[src/hdl/hssi_pkg.sv]
// Shared types and constants for the HalfSipHash slot index block.
`default_nettype none
package hssi_pkg;

  localparam logic [31:0] INIT_C0 = 32'h6c796765;
  localparam logic [31:0] INIT_C1 = 32'h74656462;
  localparam logic [31:0] FIN1_C  = 32'h000000ee;
  localparam logic [31:0] FIN2_C  = 32'h000000dd;
  localparam logic [31:0] WORD_MASK = 32'hFFFFFFFF;

  localparam int unsigned ADDR_W = 4;

  typedef logic [3:0][31:0] sip_state_t;

  typedef enum logic [2:0] {
    ST_IDLE,
    ST_MSG,
    ST_FIN1,
    ST_FIN2,
    ST_MOD,
    ST_LOAD
  } hssi_state_t;

  typedef struct packed {
    logic        start;
    logic [31:0] dividend;
    logic [31:0] divisor;
  } mod_req_t;

endpackage
`default_nettype wire

[src/hdl/hssi_round.sv]
// One SipRound over the four 32-bit state words.
`default_nettype none
module hssi_round (
  input  hssi_pkg::sip_state_t v_in,
  output hssi_pkg::sip_state_t v_out
);

  logic [31:0] a1, b1, b2, a2, c1, d1, d2, a3, d3, c2, b3, b4, c3;

  always_comb begin
    a1 = v_in[0] + v_in[1];
    b1 = {v_in[1][26:0], v_in[1][31:27]};
    b2 = b1 ^ a1;
    a2 = {a1[15:0], a1[31:16]};
    c1 = v_in[2] + v_in[3];
    d1 = {v_in[3][23:0], v_in[3][31:24]} ^ c1;
    a3 = a2 + d1;
    d2 = {d1[24:0], d1[31:25]};
    d3 = d2 ^ a3;
    c2 = c1 + b2;
    b3 = {b2[18:0], b2[31:19]};
    b4 = b3 ^ c2;
    c3 = {c2[15:0], c2[31:16]};
    v_out[0] = a3;
    v_out[1] = b4;
    v_out[2] = c3;
    v_out[3] = d3;
  end

endmodule
`default_nettype wire

[src/hdl/hssi_mod.sv]
// Bit-serial restoring remainder unit, one quotient bit per cycle.
`default_nettype none
module hssi_mod (
  input  logic              clk,
  input  logic              rst_n,
  input  hssi_pkg::mod_req_t req,
  output logic              done,
  output logic [31:0]       remainder
);

  logic        busy_r, busy_nxt;
  logic        done_r, done_nxt;
  logic [4:0]  cnt_r, cnt_nxt;
  logic [31:0] rem_r, rem_nxt;
  logic [31:0] dvd_r, dvd_nxt;
  logic [31:0] div_r, div_nxt;
  logic [32:0] trial;
  logic [32:0] diff;

  always_comb begin
    trial = {rem_r, dvd_r[31]};
    diff  = trial - {1'b0, div_r};
    busy_nxt = busy_r;
    done_nxt = 1'b0;
    cnt_nxt  = cnt_r;
    rem_nxt  = rem_r;
    dvd_nxt  = dvd_r;
    div_nxt  = div_r;
    if (req.start) begin
      busy_nxt = 1'b1;
      cnt_nxt  = '0;
      rem_nxt  = '0;
      dvd_nxt  = req.dividend;
      div_nxt  = req.divisor;
    end else if (busy_r) begin
      rem_nxt = (trial >= {1'b0, div_r}) ? diff[31:0] : trial[31:0];
      dvd_nxt = {dvd_r[30:0], 1'b0};
      cnt_nxt = cnt_r + 5'd1;
      if (cnt_r == 5'd31) begin
        busy_nxt = 1'b0;
        done_nxt = 1'b1;
      end
    end
  end

  always_ff @(posedge clk) begin
    if (!rst_n) begin
      busy_r <= 1'b0;
      done_r <= 1'b0;
      cnt_r  <= '0;
    end else begin
      busy_r <= busy_nxt;
      done_r <= done_nxt;
      cnt_r  <= cnt_nxt;
    end
  end

  always_ff @(posedge clk) begin
    rem_r <= rem_nxt;
    dvd_r <= dvd_nxt;
    div_r <= div_nxt;
  end

  assign done      = done_r;
  assign remainder = rem_r;

endmodule
`default_nettype wire

[src/hdl/halfsiphash_slot_index_core.sv]
// Top level of the keyed HalfSipHash-2-4 slot index block.
// A non-final key word is taken in the idle state and then passes through two
// SipRounds on the shared round unit. A final word that carries 4 bytes gets
// a length tail block with two more SipRounds; each final word then runs 8
// finalization rounds, the bit-serial remainder unit and the load of the output
// register. The block takes no new request until that result sits in the
// output register, so a result that still waits there holds off the input.
`default_nettype none
module halfsiphash_slot_index_core (
  input  logic                          clk,
  input  logic                          rst_n,
  input  logic                          in_valid,
  output logic                          in_ready,
  input  logic [31:0]                   in_key_word,
  input  logic [2:0]                    in_valid_bytes,
  input  logic                          in_last,
  output logic                          out_valid,
  input  logic                          out_ready,
  output logic [63:0]                   out_hash_value,
  output logic [31:0]                   out_slot_index,
  input  logic                          psel,
  input  logic                          penable,
  input  logic                          pwrite,
  input  logic [hssi_pkg::ADDR_W-1:0]   paddr,
  input  logic [63:0]                   pwdata,
  output logic [63:0]                   prdata,
  output logic                          pready
);

  hssi_pkg::hssi_state_t state_r, state_nxt;
  hssi_pkg::sip_state_t  v_r, v_nxt, v_round, v_seed, v_base;
  hssi_pkg::mod_req_t    mod_req;

  logic [63:0] seed_r;
  logic [31:0] cap_r;
  logic        key_open_r, key_open_nxt;
  logic [7:0]  len_r, len_nxt, len_sum;
  logic [1:0]  cnt_r, cnt_nxt;
  logic [31:0] msg_r, msg_nxt, tail_r, tail_nxt, lo_r, lo_nxt, hi_r, hi_nxt;
  logic        tail_pend_r, tail_pend_nxt, final_r, final_nxt;
  logic        out_valid_r, out_valid_nxt;
  logic [63:0] hash_r, hash_nxt;
  logic [31:0] slot_r, slot_nxt;
  logic [2:0]  nbytes;
  logic [31:0] tail_mask;
  logic        accept, round_end, out_free, mod_done;
  logic [31:0] mod_rem;

  assign pready = 1'b1;
  assign prdata = paddr[3] ? {32'd0, cap_r} : seed_r;

  always_ff @(posedge clk) begin
    if (!rst_n) begin
      seed_r <= '0;
      cap_r  <= 32'd16;
    end else if (psel && penable && pwrite) begin
      if (paddr[3]) begin
        cap_r <= pwdata[31:0];
      end else begin
        seed_r <= pwdata;
      end
    end
  end

  hssi_round u_round (
    .v_in  (v_r),
    .v_out (v_round)
  );

  hssi_mod u_mod (
    .clk       (clk),
    .rst_n     (rst_n),
    .req       (mod_req),
    .done      (mod_done),
    .remainder (mod_rem)
  );

  assign in_ready  = (state_r == hssi_pkg::ST_IDLE);
  assign accept    = in_valid && in_ready;
  assign out_free  = !out_valid_r || out_ready;
  assign round_end = ((state_r == hssi_pkg::ST_MSG) && (cnt_r == 2'd1)) ||
                     (((state_r == hssi_pkg::ST_FIN1) || (state_r == hssi_pkg::ST_FIN2))
                      && (cnt_r == 2'd3));

  always_comb begin
    nbytes = (in_valid_bytes > 3'd4) ? 3'd4 : in_valid_bytes;
    unique case (nbytes)
      3'd0:    tail_mask = 32'h00000000;
      3'd1:    tail_mask = 32'h000000FF;
      3'd2:    tail_mask = 32'h0000FFFF;
      3'd3:    tail_mask = 32'h00FFFFFF;
      default: tail_mask = hssi_pkg::WORD_MASK;
    endcase
    v_seed[0] = seed_r[31:0];
    v_seed[1] = seed_r[63:32] ^ hssi_pkg::FIN1_C;
    v_seed[2] = hssi_pkg::INIT_C0 ^ seed_r[31:0];
    v_seed[3] = hssi_pkg::INIT_C1 ^ seed_r[63:32];
    v_base    = key_open_r ? v_r : v_seed;
    len_sum   = (key_open_r ? len_r : 8'd0) +
                ((in_last && (nbytes != 3'd4)) ? {5'd0, nbytes} : 8'd4);
  end

  always_comb begin
    state_nxt = state_r;
    unique case (state_r)
      hssi_pkg::ST_IDLE: begin
        if (accept) begin
          state_nxt = hssi_pkg::ST_MSG;
        end
      end
      hssi_pkg::ST_MSG: begin
        if (round_end && !tail_pend_r) begin
          state_nxt = final_r ? hssi_pkg::ST_FIN1 : hssi_pkg::ST_IDLE;
        end
      end
      hssi_pkg::ST_FIN1: begin
        if (round_end) begin
          state_nxt = hssi_pkg::ST_FIN2;
        end
      end
      hssi_pkg::ST_FIN2: begin
        if (round_end) begin
          state_nxt = hssi_pkg::ST_MOD;
        end
      end
      hssi_pkg::ST_MOD: begin
        if (mod_done) begin
          state_nxt = hssi_pkg::ST_LOAD;
        end
      end
      hssi_pkg::ST_LOAD: begin
        if (out_free) begin
          state_nxt = hssi_pkg::ST_IDLE;
        end
      end
      default: state_nxt = hssi_pkg::ST_IDLE;
    endcase
  end

  always_comb begin
    v_nxt         = v_r;
    key_open_nxt  = key_open_r;
    len_nxt       = len_r;
    cnt_nxt       = cnt_r;
    msg_nxt       = msg_r;
    tail_nxt      = tail_r;
    tail_pend_nxt = tail_pend_r;
    final_nxt     = final_r;
    lo_nxt        = lo_r;
    hi_nxt        = hi_r;
    hash_nxt      = hash_r;
    slot_nxt      = slot_r;
    out_valid_nxt = out_valid_r && !out_ready;
    mod_req.start    = 1'b0;
    mod_req.dividend = lo_r ^ v_round[1] ^ v_round[3];
    mod_req.divisor  = cap_r;
    unique case (state_r)
      hssi_pkg::ST_IDLE: begin
        if (accept) begin
          key_open_nxt = !in_last;
          len_nxt      = in_last ? 8'd0 : len_sum;
          final_nxt    = in_last;
          cnt_nxt      = 2'd0;
          tail_nxt     = {len_sum, 24'd0};
          if (in_last && (nbytes != 3'd4)) begin
            msg_nxt       = (in_key_word & tail_mask) | {len_sum, 24'd0};
            tail_pend_nxt = 1'b0;
          end else begin
            msg_nxt       = in_key_word;
            tail_pend_nxt = in_last;
          end
          v_nxt    = v_base;
          v_nxt[3] = v_base[3] ^ msg_nxt;
        end
      end
      hssi_pkg::ST_MSG: begin
        v_nxt   = v_round;
        cnt_nxt = cnt_r + 2'd1;
        if (round_end) begin
          cnt_nxt  = 2'd0;
          v_nxt[0] = v_round[0] ^ msg_r;
          if (tail_pend_r) begin
            msg_nxt       = tail_r;
            v_nxt[3]      = v_round[3] ^ tail_r;
            tail_pend_nxt = 1'b0;
          end else if (final_r) begin
            v_nxt[2] = v_round[2] ^ hssi_pkg::FIN1_C;
          end
        end
      end
      hssi_pkg::ST_FIN1: begin
        v_nxt   = v_round;
        cnt_nxt = cnt_r + 2'd1;
        if (round_end) begin
          lo_nxt   = v_round[1] ^ v_round[3];
          v_nxt[1] = v_round[1] ^ hssi_pkg::FIN2_C;
        end
      end
      hssi_pkg::ST_FIN2: begin
        v_nxt   = v_round;
        cnt_nxt = cnt_r + 2'd1;
        if (round_end) begin
          hi_nxt        = v_round[1] ^ v_round[3];
          mod_req.start = 1'b1;
        end
      end
      hssi_pkg::ST_MOD: begin
      end
      hssi_pkg::ST_LOAD: begin
        if (out_free) begin
          out_valid_nxt = 1'b1;
          hash_nxt      = {hi_r, lo_r};
          slot_nxt      = (cap_r != 32'd0) ? mod_rem : 32'd0;
        end
      end
      default: begin
      end
    endcase
  end

  always_ff @(posedge clk) begin
    if (!rst_n) begin
      state_r     <= hssi_pkg::ST_IDLE;
      key_open_r  <= 1'b0;
      len_r       <= '0;
      cnt_r       <= '0;
      tail_pend_r <= 1'b0;
      final_r     <= 1'b0;
      out_valid_r <= 1'b0;
    end else begin
      state_r     <= state_nxt;
      key_open_r  <= key_open_nxt;
      len_r       <= len_nxt;
      cnt_r       <= cnt_nxt;
      tail_pend_r <= tail_pend_nxt;
      final_r     <= final_nxt;
      out_valid_r <= out_valid_nxt;
    end
  end

  always_ff @(posedge clk) begin
    v_r    <= v_nxt;
    msg_r  <= msg_nxt;
    tail_r <= tail_nxt;
    lo_r   <= lo_nxt;
    hi_r   <= hi_nxt;
    hash_r <= hash_nxt;
    slot_r <= slot_nxt;
  end

  assign out_valid      = out_valid_r;
  assign out_hash_value = hash_r;
  assign out_slot_index = slot_r;

endmodule
`default_nettype wire
[config.mk]
export PLATFORM = sky130hd
export DESIGN_NAME = halfsiphash_slot_index_core
export DESIGN_NICKNAME = d
export VERILOG_FILES = /design/src/hdl/hssi_pkg.sv /design/src/hdl/hssi_round.sv /design/src/hdl/hssi_mod.sv /design/src/hdl/halfsiphash_slot_index_core.sv
export SDC_FILE = /design/constraint.sdc
export NUM_CORES = 1
export LEC_CHECK = 0
export BUFFER_PORTS_ARGS = -buffer_cell sky130_fd_sc_hd__buf_4
export CELL_PAD_IN_SITES_DETAIL_PLACEMENT = 0
export CELL_PAD_IN_SITES_GLOBAL_PLACEMENT = 2
export CORE_MARGIN = 4
export CORE_UTILIZATION = 27
export CTS_CLUSTER_SIZE = 40
export DETAILED_ROUTE_END_ITERATION = 8
export PLACE_DENSITY_LB_ADDON = 0.1
export SLEW_MARGIN = 5
export SYNTH_ARGS = -nofsm -noshare
export SYNTH_HDL_FRONTEND = slang
export SYNTH_SLANG_ARGS = --single-unit
[constraint.sdc]
create_clock -name clk -period 7.67 [get_ports clk]
set_input_delay 0.767 -clock clk [delete_from_list [all_inputs] [get_ports clk]]
set_output_delay 0.767 -clock clk [all_outputs]
set_load 0.005 [all_outputs]
==> Word-level counts from Yosys, hierarchy flattened <==
Index checks and enable logic that the tools add are counted.
{ "word_totals": {"word_cells": 161, "in_bits": 111, "out_inout_bits": 163, "regBits": 544} }
{ "classes": {"add_sub_neg": 8, "reduce_logical": 37, "bitwise": 20, "order_cmp": 2, "n_eq_ne": 21, "n_mux": 48} }
{ "ops": {"columns": ["op", "n"], "rows": [
  ["128-bit one-hot mux with 4 select lines", 1],
  ["32-bit 2-to-1 mux", 11],
  ["32-bit XOR", 10],
  ["128-bit 2-to-1 mux", 2],
  ["32-bit adder", 4],
  ["64-bit 2-to-1 mux", 2],
  ["32-bit one-hot mux with 4 select lines", 1],
  ["32-bit one-hot mux with 2 select lines", 1],
  ["8-bit 2-to-1 mux", 5],
  ["33-bit by 32-bit greater-or-equal comparator with 1-bit output", 1],
  ["32-bit bitwise AND", 1],
  ["32-bit OR", 1],
  ["32-bit nonzero test", 1],
  ["32-bit subtractor", 1],
  ["3-bit 2-to-1 mux", 8],
  ["18-bit NOT", 1],
  ["6-bit NOT", 3],
  ["3-bit one-hot mux with 6 select lines", 1],
  ["2-bit AND reduction", 8],
  ["14-bit NOT", 1],
  ["3-bit by 2-bit equality test with 1-bit output (second input constant)", 4],
  ["2-bit inequality test (second input constant)", 6],
  ["1-bit 2-to-1 mux", 11],
  ["8-bit by 3-bit adder with 8-bit output", 1],
  ["other kinds (26)", 50]
]} }

==> Logic depth before layout (Yosys ltp) <==
Gate-level depths: netlist (run 1).
{ "depth": {"ltp_word": 13, "depth_mapped": 25, "mapped_depth_nobuf": 24} }

==> Modules after synthesis <==
A second synthesis (run 1) with hierarchy kept.
{ "unflattened": {"cells_unflattened": 3286, "area_unflattened_um2": 33184.3} }
{ "modules_own_cells": {"columns": ["module", "cells_per_inst", "seq_area_each_um2", "n_inst", "area_per_inst_um2"], "rows": [
  ["halfsiphash_slot_index_core", 1701, 12111.6, 1, 19413.6],
  ["hssi_round", 1007, 0.0, 1, 7860.0],
  ["hssi_mod", 578, 2702.6, 1, 5910.7]
]} }

==> Worst setup path after synthesis (run 1) <==
OpenSTA, ideal clock, no wires.
{ "synth_path": {"path_kind": "input to register", "startpoint": "input in_valid", "endpoint": "register v_r[0] (netlist bit) (enable)", "setup_ps": 582, "t_required_ps": 7088, "path_slack_ps": 1297, "path_stages": 3, "arrival_time_ps": 5790, "path_buffers": 0, "cell_sequence": "nor3_1 or2_2 a21oi_1"} }
{ "synth_between": {"elab_chain_cells": 3} }
{ "synth_rtl": {"columns": ["element", "line", "rtl"], "rows": [
  ["start, declared", "halfsiphash_slot_index_core.sv:12", "input logic in_valid,"],
  ["1-bit logical AND", "halfsiphash_slot_index_core.sv:79", "assign accept = in_valid && in_ready;"],
  ["2-bit by 1-bit inequality test with 1-bit output (no line)", null, null],
  ["3-bit AND reduction (no line)", null, null],
  ["end signal, assigned", "halfsiphash_slot_index_core.sv:242", "v_r <= v_nxt;"],
  ["end, declared", "halfsiphash_slot_index_core.sv:31", "hssi_pkg::sip_state_t v_r, v_nxt, v_round, v_seed, v_base;"]
]} }
No other way between the ends.
A chain may end at the register's enable or synchronous reset.

==> Worst setup path in the final report (run 1) <==
{ "layout_path": {"startpoint": "register v_r[33] (netlist bit)", "endpoint": "register u_mod.dvd_r[30] (data pin)"} }
{ "layout_between": {"elab_chain_cells": 7, "elab_cells_between_ends": 9, "cone_classes": "add/sub (3); mux (1); bitwise (5)"} }
{ "layout_rtl": {"columns": ["element", "line", "rtl"], "rows": [
  ["32-bit adder", "hssi_round.sv:11", "a1 = v_in[0] + v_in[1];"],
  ["32-bit XOR", "hssi_round.sv:13", "b2 = b1 ^ a1;"],
  ["32-bit adder", "hssi_round.sv:20", "c2 = c1 + b2;"],
  ["32-bit XOR", "hssi_round.sv:22", "b4 = b3 ^ c2;"],
  ["32-bit XOR", "halfsiphash_slot_index_core.sv:155", "mod_req.dividend = lo_r ^ v_round[1] ^ v_round[3];"],
  ["32-bit XOR *", "halfsiphash_slot_index_core.sv:155", null],
  ["32-bit 2-to-1 mux *", "hssi_mod.sv:29", "if (req.start) begin"],
  ["named net u_mod.dvd_nxt[30]", "hssi_mod.sv:15", "logic [31:0] dvd_r, dvd_nxt;"],
  ["end signal, assigned", "hssi_mod.sv:60", "dvd_r <= dvd_nxt;"],
  ["end, declared", "hssi_mod.sv:15", null]
]} }
The timed path passes the listed nets; every way through them passes the cells marked *.

==> results of run 1 <==
[layout by cell type (no fill, tap or decap), types with 102 or more instances in the layout]
master and count:
nand2_1 451, edfxtp_1 392, buf_4 385, a21oi_1 208, xnor2_1 202, xor2_1 182, o21ai_0 166, ha_1 163
nor2_1 154, dfxtp_1 150, nor2b_1 103, a21boi_0 102
[how the worst max path moves through the flow]
stage,endpoint,cells after the start
after global placement,u_mod.dvd_r[31],26
after floorplan,v_r[0],3
final,u_mod.dvd_r[30],23
after CTS,u_mod.dvd_r[31],26
after global routing,u_mod.dvd_r[31],26
after detailed placement,u_mod.dvd_r[31],26
[flip-flops by register name, summed over array words and instances, names as in the netlist, 3 cells and up]
register         cells
cap_r               32
hi_r                32
len_r                8
lo_r                32
msg_r               32
out_hash_value      64
out_slot_index      32
seed_r              64
state_r              3
tail_r               8
u_mod.cnt_r          5
u_mod.div_r         32
u_mod.dvd_r         32
u_mod.remainder     32
v_r                128
[per-layer routing]
metal / routed length [µm] / vias to the layer above
li1: - / 12239
met1: 67900 / 12784
met2: 63400 / 920
met3: 9690 / 207
met4: 6720 / 2
met5: 11 / -
[kinds of logic (layout without fill, tap and decap cells)]
family          after synthesis  count (layout)
other cells                   1               7
simple gates                962             962
xor+xnor                    407             407
flops                       544             544
buf+inv                     232             602
mux                          74              74
compound gates              839             839
fa+ha+maj                   169             169
[worst register-to-register path, delay by kind of cell, from the launching register on]
kind	cells	cell delay, ns
AOI/OAI and AO/OA	12	2.96
xor gates and xnor gates	5	1.76
adders and majority gates	2	0.80
buffers and inverters	1	0.21
DFF	1	0.47
and+or+nand+nor	3	0.74
[metrics by stage]
| stage | utilization | instance area [µm²] |
|---|---|---|
| 6_report | 0.330 | 39200 |
| 5_1_grt | 0.330 | 39200 |
| 4_1_cts | 0.330 | 39200 |
| 3_5_place_dp | 0.310 | 36800 |
| 3_3_place_gp | 0.310 | 36800 |
| 2_1_floorplan | - | 32400 |
[final cells by class]
| class | count | area [µm²] |
|---|---|---|
| repair buffers | 385 | 2890 |
| clock buffers | 97 | 1980 |
| fillers | 12383 | 79400 |
| clock inverters | 32 | 385 |
| flip-flops and latches | 544 | 14800 |
| multi-input cells | 2452 | 16800 |
| inverters | 88 | 332 |
| well taps | 1600 | 2000 |
| diodes | 6 | 15.0 |
==> run summary, run 1 <==
DRT Pass-1 Iters = 6
CTS hold repair buffers = 0
Area Overhead vs Synth = 21.1%
First DRT Iteration DRCs = 2032
First-pass GRT wire length = 203000 µm
CTS clk-pin slew, worst paths = 0.06 ns
Highest net fanout along the worst path = 7
Initial Utilization = 0.273
Max Slew Vio Count = 0
Root buffer cell = clkbuf_16
Setup Crit Path Kind = flop to flop
Post-synth ARST share = 0
Critical path capture point type = flop
Reg2reg start = v_r[33]
Setup Slack @ Placement = 0.566 ns
Final hold vios = 0
Largest stage delay, worst path = 0.67 ns
Antenna viol nets, final = 0
Final Skew = 0.0187 ns
Num CTS Buffers = 70
# DRC = 0
Hold Path End = cap_r[4]
Unrepaired setup endpoints after global routing = false
Top post-synthesis cells by area = edfxtp_1 (36%), dfxtp_1 (9.4%), ha_1 (6.3%)
Multiplexer area fraction after synthesis = 0.0242
Initial antenna violation count = 15
CTS sink cnt = 544
Measured slew at the worst slew-check pin = 1.25 ns
# rows = 126
Synth top area share = 0.364
Main combinational cell family by area after synthesis = compound AO/OA/AOI/OAI gates
Synth cell count leaders = nand2_1 (451), edfxtp_1 (392), a21oi_1 (209)
Most used routing layer = met2
Number of vias per cell = 5.03
CP max stage cell = xor2_1
Post-DR wirelength/cell = 28.4 µm
Top-count cell post-synth = nand2_1
Syn. warnings = 0
DP HPWL = 120000 µm
Die Area = 125000 µm²
Setup crit start = v_r[33]
Core Area = 119000 µm²
Hold path depth = 3
Final wirelength = 148000 µm
Setup Fix Bufs, Post-CTS = 0
Met2 Usage GRT = 0.345
Crit path DAT = 7.58 ns
Total congestion overflow = 0
Worst reg-to-reg setup slack = 0.46 ns
Status = completed
Fin cells = 5204
Share of cells above drive strength 1 = 0.158
Clk_lat worst skew = 0.65 ns
Hold Slack = 0.348 ns
Yosys top cell by area = edfxtp_1
CP delay by family, top = compound AO/OA/AOI/OAI gates
H-tree levels = 3
Clock buffer depth = 3
Tcrit/Tclk final = 0.940
Global routing usage on met1 = 0.317
Highest clock rate = 0.139 GHz
Final min period = 7.21 ns
Worst hold-check path type = input port to flop
Worst slew margin = 0.158
Synth Net Count = 3508
FF+latch count, synth = 544
Mapped cell area = 32400 µm²
Seq/Total Area, Yosys = 0.458
Adder-Cell Fraction of Synth Area = 0.0667
Startpoint types = flop
Largest net degree at the start of global routing = 83
Die height = 354 µm
Gr usage total = 0.229
Setup_tns = 0 ns
Primary FF master, synth = edfxtp_1
Cells along the critical path = ha_1 > a211oi_1 > o21ai_0 > a31oi_1 > nand2b_1 > o21bai_1 > a21oi_1 > xnor2_1 > xor2_1 > ha_1 > and3_1 > a221o_1 > a311o_1 > a31o_1 > a31o_1 > nor2_1 > o311ai_1 > a21oi_1 > xor3_1 > xor2_1 > buf_4 > xnor2_1 > o21ai_1
Port-buffer cells = 269
Post-Synth Simple-Gate Area = 0.138
Via count = 26152
Synth Area in Compound Gates = 0.167
Final Setup Violations = 0
Placed Instances = 5069
Worst R2R End = u_mod.dvd_r[30]
Critical path data required time = 8.04 ns
Cells after Synth = 3228
Final Net Count = 3821
Vias in the first global route = 25852
Count of cell types in the netlist = 86
WP buf/inv = 1
Die span in x = 354 µm
Num ports = 274
HP Start = pwdata[4]
Number of synthesized flops with an enable pin = 392
Setup ws final = 0.457 ns
Syn avg cell area = 10.0 µm²
CTS resizes = 0
Synth Area in XOR/XNOR = 0.119
CTS tree = yes
Met3 global-route usage = 0.0506
Gpl congestion = 0.976
Max-cap viol count = 0
R2R depth = 23
Power of run 1 is not shown: default switching activity piles up to over one toggle a cycle in this logic, so the estimate is an artifact.
==> inputs of run 2 (changes only) <==
CELL_PAD_IN_SITES_GLOBAL_PLACEMENT = 1   (was 2)
==> run 2 against run 1 <==
Sequential share of layout area rose by 0.12 points. Core utilization shrank 0.11 points. Maximum frequency decreased by 4.0%. Global-route usage decreased by 0.48 points. Via count is 0.29% higher. Hold slack improved by 0.028 ns.
==> run summary, run 2 (same netlist as run 1, synthesis figures left out) <==
First-pass GRT wire length = 201000 µm
Max reg flops = 128
Highest clock rate = 0.133 GHz
Final Setup Violations = 0
Via count = 26227
DRT Pass-1 Iters = 5
Tcrit/Tclk final = 0.980
Final wirelength = 145000 µm
Vias in the first global route = 25712
Number of vias per cell = 5.05
DP HPWL = 117000 µm
Status = completed
Setup_tns = 0 ns
Critical path capture point type = flop
Critical path data required time = 8.04 ns
H-tree levels = 3
Die height = 354 µm
Post-DR wirelength/cell = 27.8 µm
CTS resizes = 0
Final min period = 7.52 ns
Setup Crit Path Kind = flop to flop
Startpoint types = flop
Port-buffer cells = 269
# DRC = 0
Largest net degree at the start of global routing = 89
Share of cells above drive strength 1 = 0.158
Root buffer cell = clkbuf_16
Initial Utilization = 0.273
Worst hold-check path type = input port to flop
Final Skew = 0.0239 ns
CTS tree = yes
Clk_lat worst skew = 0.64 ns
Die span in x = 354 µm
CTS sink cnt = 544
Setup crit start = v_r[98]
Measured slew at the worst slew-check pin = 1.21 ns
Setup Fix Bufs, Post-CTS = 0
CTS hold repair buffers = 0
Num CTS Buffers = 71
Crit path DAT = 7.88 ns
# rows = 126
HP Start = pwdata[4]
Max-cap viol count = 0
Initial antenna violation count = 6
First DRT Iteration DRCs = 2123
Max Slew Vio Count = 0
Num ports = 274
Area Overhead vs Synth = 20.7%
Clock buffer depth = 3
CTS clk-pin slew, worst paths = 0.06 ns
Commonest non-fill, non-tap cell in the layout = nand2_1
Reg2reg start = v_r[98]
Unrepaired setup endpoints after global routing = false
Die Area = 125000 µm²
Final Net Count = 3817
Antenna viol nets, final = 0
Worst slew margin = 0.191
Final hold vios = 0
Gpl congestion = 0.973
Core Area = 119000 µm²
Commonest cells after routing, fill and taps aside = nand2_1 (451), edfxtp_1 (392), buf_4 (380)
Highest net fanout along the worst path = 7
Biggest register = v_r
Gr usage total = 0.224
Total congestion overflow = 0
[run 2: layout make-up]
| type | instances | area (µm²) |
|---|---|---|
| clock inverter | 31 | 294 |
| tap | 1600 | 2000 |
| sequential | 544 | 14800 |
| multi-input combinational | 2452 | 16800 |
| timing repair buffer | 380 | 2850 |
| clock buffer | 99 | 1990 |
| fill | 12386 | 79500 |
| antenna | 3 | 7.51 |
| inverter | 88 | 332 |
[run 2: critical path, stage by stage (launching register included)]
cell,delay [ns]
edfxtp_1,0.55
ha_1,0.42
a21o_1,0.14
a21oi_1,0.13
o21a_1,0.30
or4_1,0.63
nand3_1,0.18
a41oi_1,0.16
xnor2_1,0.95
xor2_1,0.13
buf_4,0.22
ha_1,0.40
nand3_1,0.15
nor2_1,0.13
and2_1,0.19
a22o_1,0.19
a31o_2,0.27
a211oi_1,0.29
xnor2_1,0.26
xnor2_1,0.78
xor2_1,0.27
buf_4,0.23
xnor2_1,0.14
o21ai_1,0.08
[run 2: stage by stage]
step                area, µm²   util  setup WS (ns)  std cells  hold WS [ns]
finish                  39100  0.329          0.154       5197         0.376
global route            39000  0.329         0.0113       5194         0.365
CTS                     39000  0.329          0.293       5194         0.317
detailed placement      36800  0.310          0.309       5064         0.405
global placement        36800  0.310          0.147       5064         0.409
floorplan               32400      -           1.30       3228         0.400
[run 2: path summary, 6_finish.rpt]
kind | endpoint | slack (ns) | depth (start not counted)
worst max-delay path | u_mod.dvd_r[28] | 0.15 | 23
worst min-delay path | cap_r[4] | 0.38 | 3
worst max register to register | u_mod.dvd_r[28] | 0.15 | 23
worst min register to register | out_hash_value[38] | 0.42 | 0
[run 2: metal layers]
metal / GRT usage / part of all wire / up-vias
met2: 0.351 / 0.44 / 837
li1: - / - / 12254
met1: 0.319 / 0.47 / 12953
met4: 0.0766 / 0.037 / 2
met5: 0 / 0.000090 / -
met3: 0.0294 / 0.050 / 181
Power of run 2 is left out for the same reason.
==> inputs of run 3 (changes only) <==
ABC_AREA = 1   (was not set)
==> run 3 against run 2 <==
Synthesized cell count grew 37%. Wire length grew 25%. Final cell count grew 24%. First-iteration DRC count grew 38%. Critical path depth grew 3. Non-clock buffer count shrank 65. Highest routed layer unchanged.
==> run summary, run 3 <==
Status = completed
Die Area = 134000 µm²
Seq/Total Area, Yosys = 0.427
Share of cells above drive strength 1 = 0.114
Clock buffer depth = 3
Synth top area share = 0.339
Fin cells = 6429
Critical path data required time = 8.09 ns
Largest net degree at the start of global routing = 109
FF+latch count, synth = 544
Critical path capture point type = flop
Crit path DAT = 6.80 ns
Number of vias per cell = 5.01
Die span in x = 367 µm
Max reg flops = 128
DRT Pass-1 Iters = 6
H-tree levels = 3
Via count = 32200
Worst hold-check path type = input port to flop
Setup Crit Path Kind = flop to flop
Final core occ = 0.323
Top-count cell post-synth = nand2_1
Synth Net Count = 4718
Tcrit/Tclk final = 0.832
Measured slew at the worst slew-check pin = 1.29 ns
Biggest register = v_r
Syn. warnings = 0
Count of cell types in the netlist = 68
Final Net Count = 4984
Primary FF master, synth = edfxtp_1
Max Slew Vio Count = 0
Hold path depth = 3
Setup Fix Bufs, Post-CTS = 0
Highest clock rate = 0.157 GHz
Reg2reg start = v_r[98]
# rows = 131
Commonest cells after routing, fill and taps aside = nand2_1 (1165), inv_1 (545), edfxtp_1 (392)
Die height = 367 µm
Root buffer cell = clkbuf_16
Final Setup Violations = 0
Vias in the first global route = 30928
Placed Instances = 6292
Max-cap viol count = 0
HP Start = pwdata[4]
Num CTS Buffers = 72
Worst reg-to-reg setup slack = 1.29 ns
Setup_tns = 0 ns
DP Area = 38800 µm²
CTS tree = yes
Synth cell count leaders = nand2_1 (1167), inv_1 (548), edfxtp_1 (392)
Number of synthesized flops with an enable pin = 392
Post-synth ARST share = 0
R2R depth = 26
First-pass GRT wire length = 246000 µm
Num ports = 274
Final Skew = 0.0370 ns
Cells after Synth = 4438
Area Overhead vs Synth = 18.7%
Worst R2R End = u_mod.dvd_r[22]
Antenna viol nets, final = 0
Total congestion overflow = 0
Initial Utilization = 0.272
Gpl congestion = 1.01
Final wirelength = 180000 µm
Commonest non-fill, non-tap cell in the layout = nand2_1
Final hold vios = 0
Initial antenna violation count = 13
Startpoint types = flop
First DRT Iteration DRCs = 2929
Yosys top cell by area = edfxtp_1
Final min period = 6.38 ns
Top post-synthesis cells by area = edfxtp_1 (34%), nand2_1 (13%), dfxtp_1 (8.8%)
Gr usage total = 0.260
CTS hold repair buffers = 0
Mapped cell area = 34700 µm²
Post-DR wirelength/cell = 28.1 µm
CTS resizes = 0
CTS clk-pin slew, worst paths = 0.06 ns
Core Area = 128000 µm²
# DRC = 0
Clk_lat worst skew = 0.68 ns
Port-buffer cells = 269
Layout Cell Area excl Fill = 41200 µm²
DP HPWL = 149000 µm
Worst slew margin = 0.131
CTS sink cnt = 544
Hold Path End = cap_r[4]
Unrepaired setup endpoints after global routing = false
Highest net fanout along the worst path = 4
Syn avg cell area = 7.82 µm²
==> run 3: cell count changes in the layout (fill, tap and decap cells not counted), sizes merged, moves of 53 or more <==
| cell | before | now |
|---|---|---|
| o21ai | 208 | 332 |
| nor2 | 161 | 387 |
| a21boi | 104 | 8 |
| nand3 | 37 | 307 |
| nor2b | 103 | 0 |
| buf | 380 | 315 |
| inv | 92 | 560 |
| nand2 | 451 | 1192 |
| a21o | 69 | 16 |
| xnor2 | 204 | 89 |
| a21oi | 212 | 292 |
==> run 3: routing by layer <==
metal / global-route usage / vias up / part of all wire
met4: 0.0900 / 2 / 0.040
met2: 0.431 / 1073 / 0.46
met3: 0.0397 / 223 / 0.061
li1: - / 15291 / -
met5: 0 / - / 0.000072
met1: 0.346 / 15611 / 0.44
==> run 3: area by class of cell <==
cell class,count,area [µm²]
multi-input combinational,3212,17400
tap,1662,2080
antenna,4,10.0
sequential,544,14800
clock inverter,36,472
fill,13773,86500
timing repair buffer,315,2380
inverter,559,2100
clock buffer,97,1960
==> run 3: how the worst max path moves through the flow <==
stage | cells after the start | startpoint | endpoint
after detailed placement | 26 | v_r[98] | u_mod.dvd_r[22]
after global placement | 22 | v_r[41] | u_mod.dvd_r[15]
after CTS | 26 | v_r[98] | u_mod.dvd_r[22]
after floorplan | 2 | out_ready | out_hash_value[0]
final | 26 | v_r[98] | u_mod.dvd_r[22]
after global routing | 29 | v_r[96] | u_mod.dvd_r[22]
==> run 3: kinds of logic after synthesis <==
family | count (synthesis) | share of synthesized area
buffers and inverters | 682 | 0.0748
xor gates and xnor gates | 241 | 0.0659
AOI/OAI and AO/OA | 785 | 0.128
other | 1 | 0.000108
DFF | 544 | 0.427
and+or+nand+nor | 2016 | 0.242
adders and majority gates | 169 | 0.0622
==> run 3: worst max-delay path, stage by stage, from the launching register on <==
cell	delay, ns
edfxtp_1	0.53
ha_1	0.43
nand3_1	0.10
nand3_2	0.10
a21oi_1	0.12
o21ai_2	0.28
nand2_1	0.08
nand2_1	0.19
nand2_1	0.07
nand2_1	0.08
xor2_1	0.69
inv_1	0.09
nand2_1	0.10
nand2_1	0.14
ha_1	0.39
nand2_1	0.13
nor4_2	0.39
nand3_1	0.14
nand3_1	0.18
xor2_1	0.62
inv_1	0.22
nand2_1	0.14
nand2_1	0.12
xor2_1	0.48
nand2_1	0.12
nand3_1	0.11
nand2_1	0.05
==> run 3: per-stage QoR <==
stage / hold WS, ns / worst slack, ns
after global routing: 0.292 / 1.09
after global placement: 0.403 / 1.53
after CTS: 0.271 / 1.45
final: 0.314 / 1.29
after floorplan: 0.400 / 1.62
after detailed placement: 0.405 / 1.50
Power of run 3 is left out for the same reason.
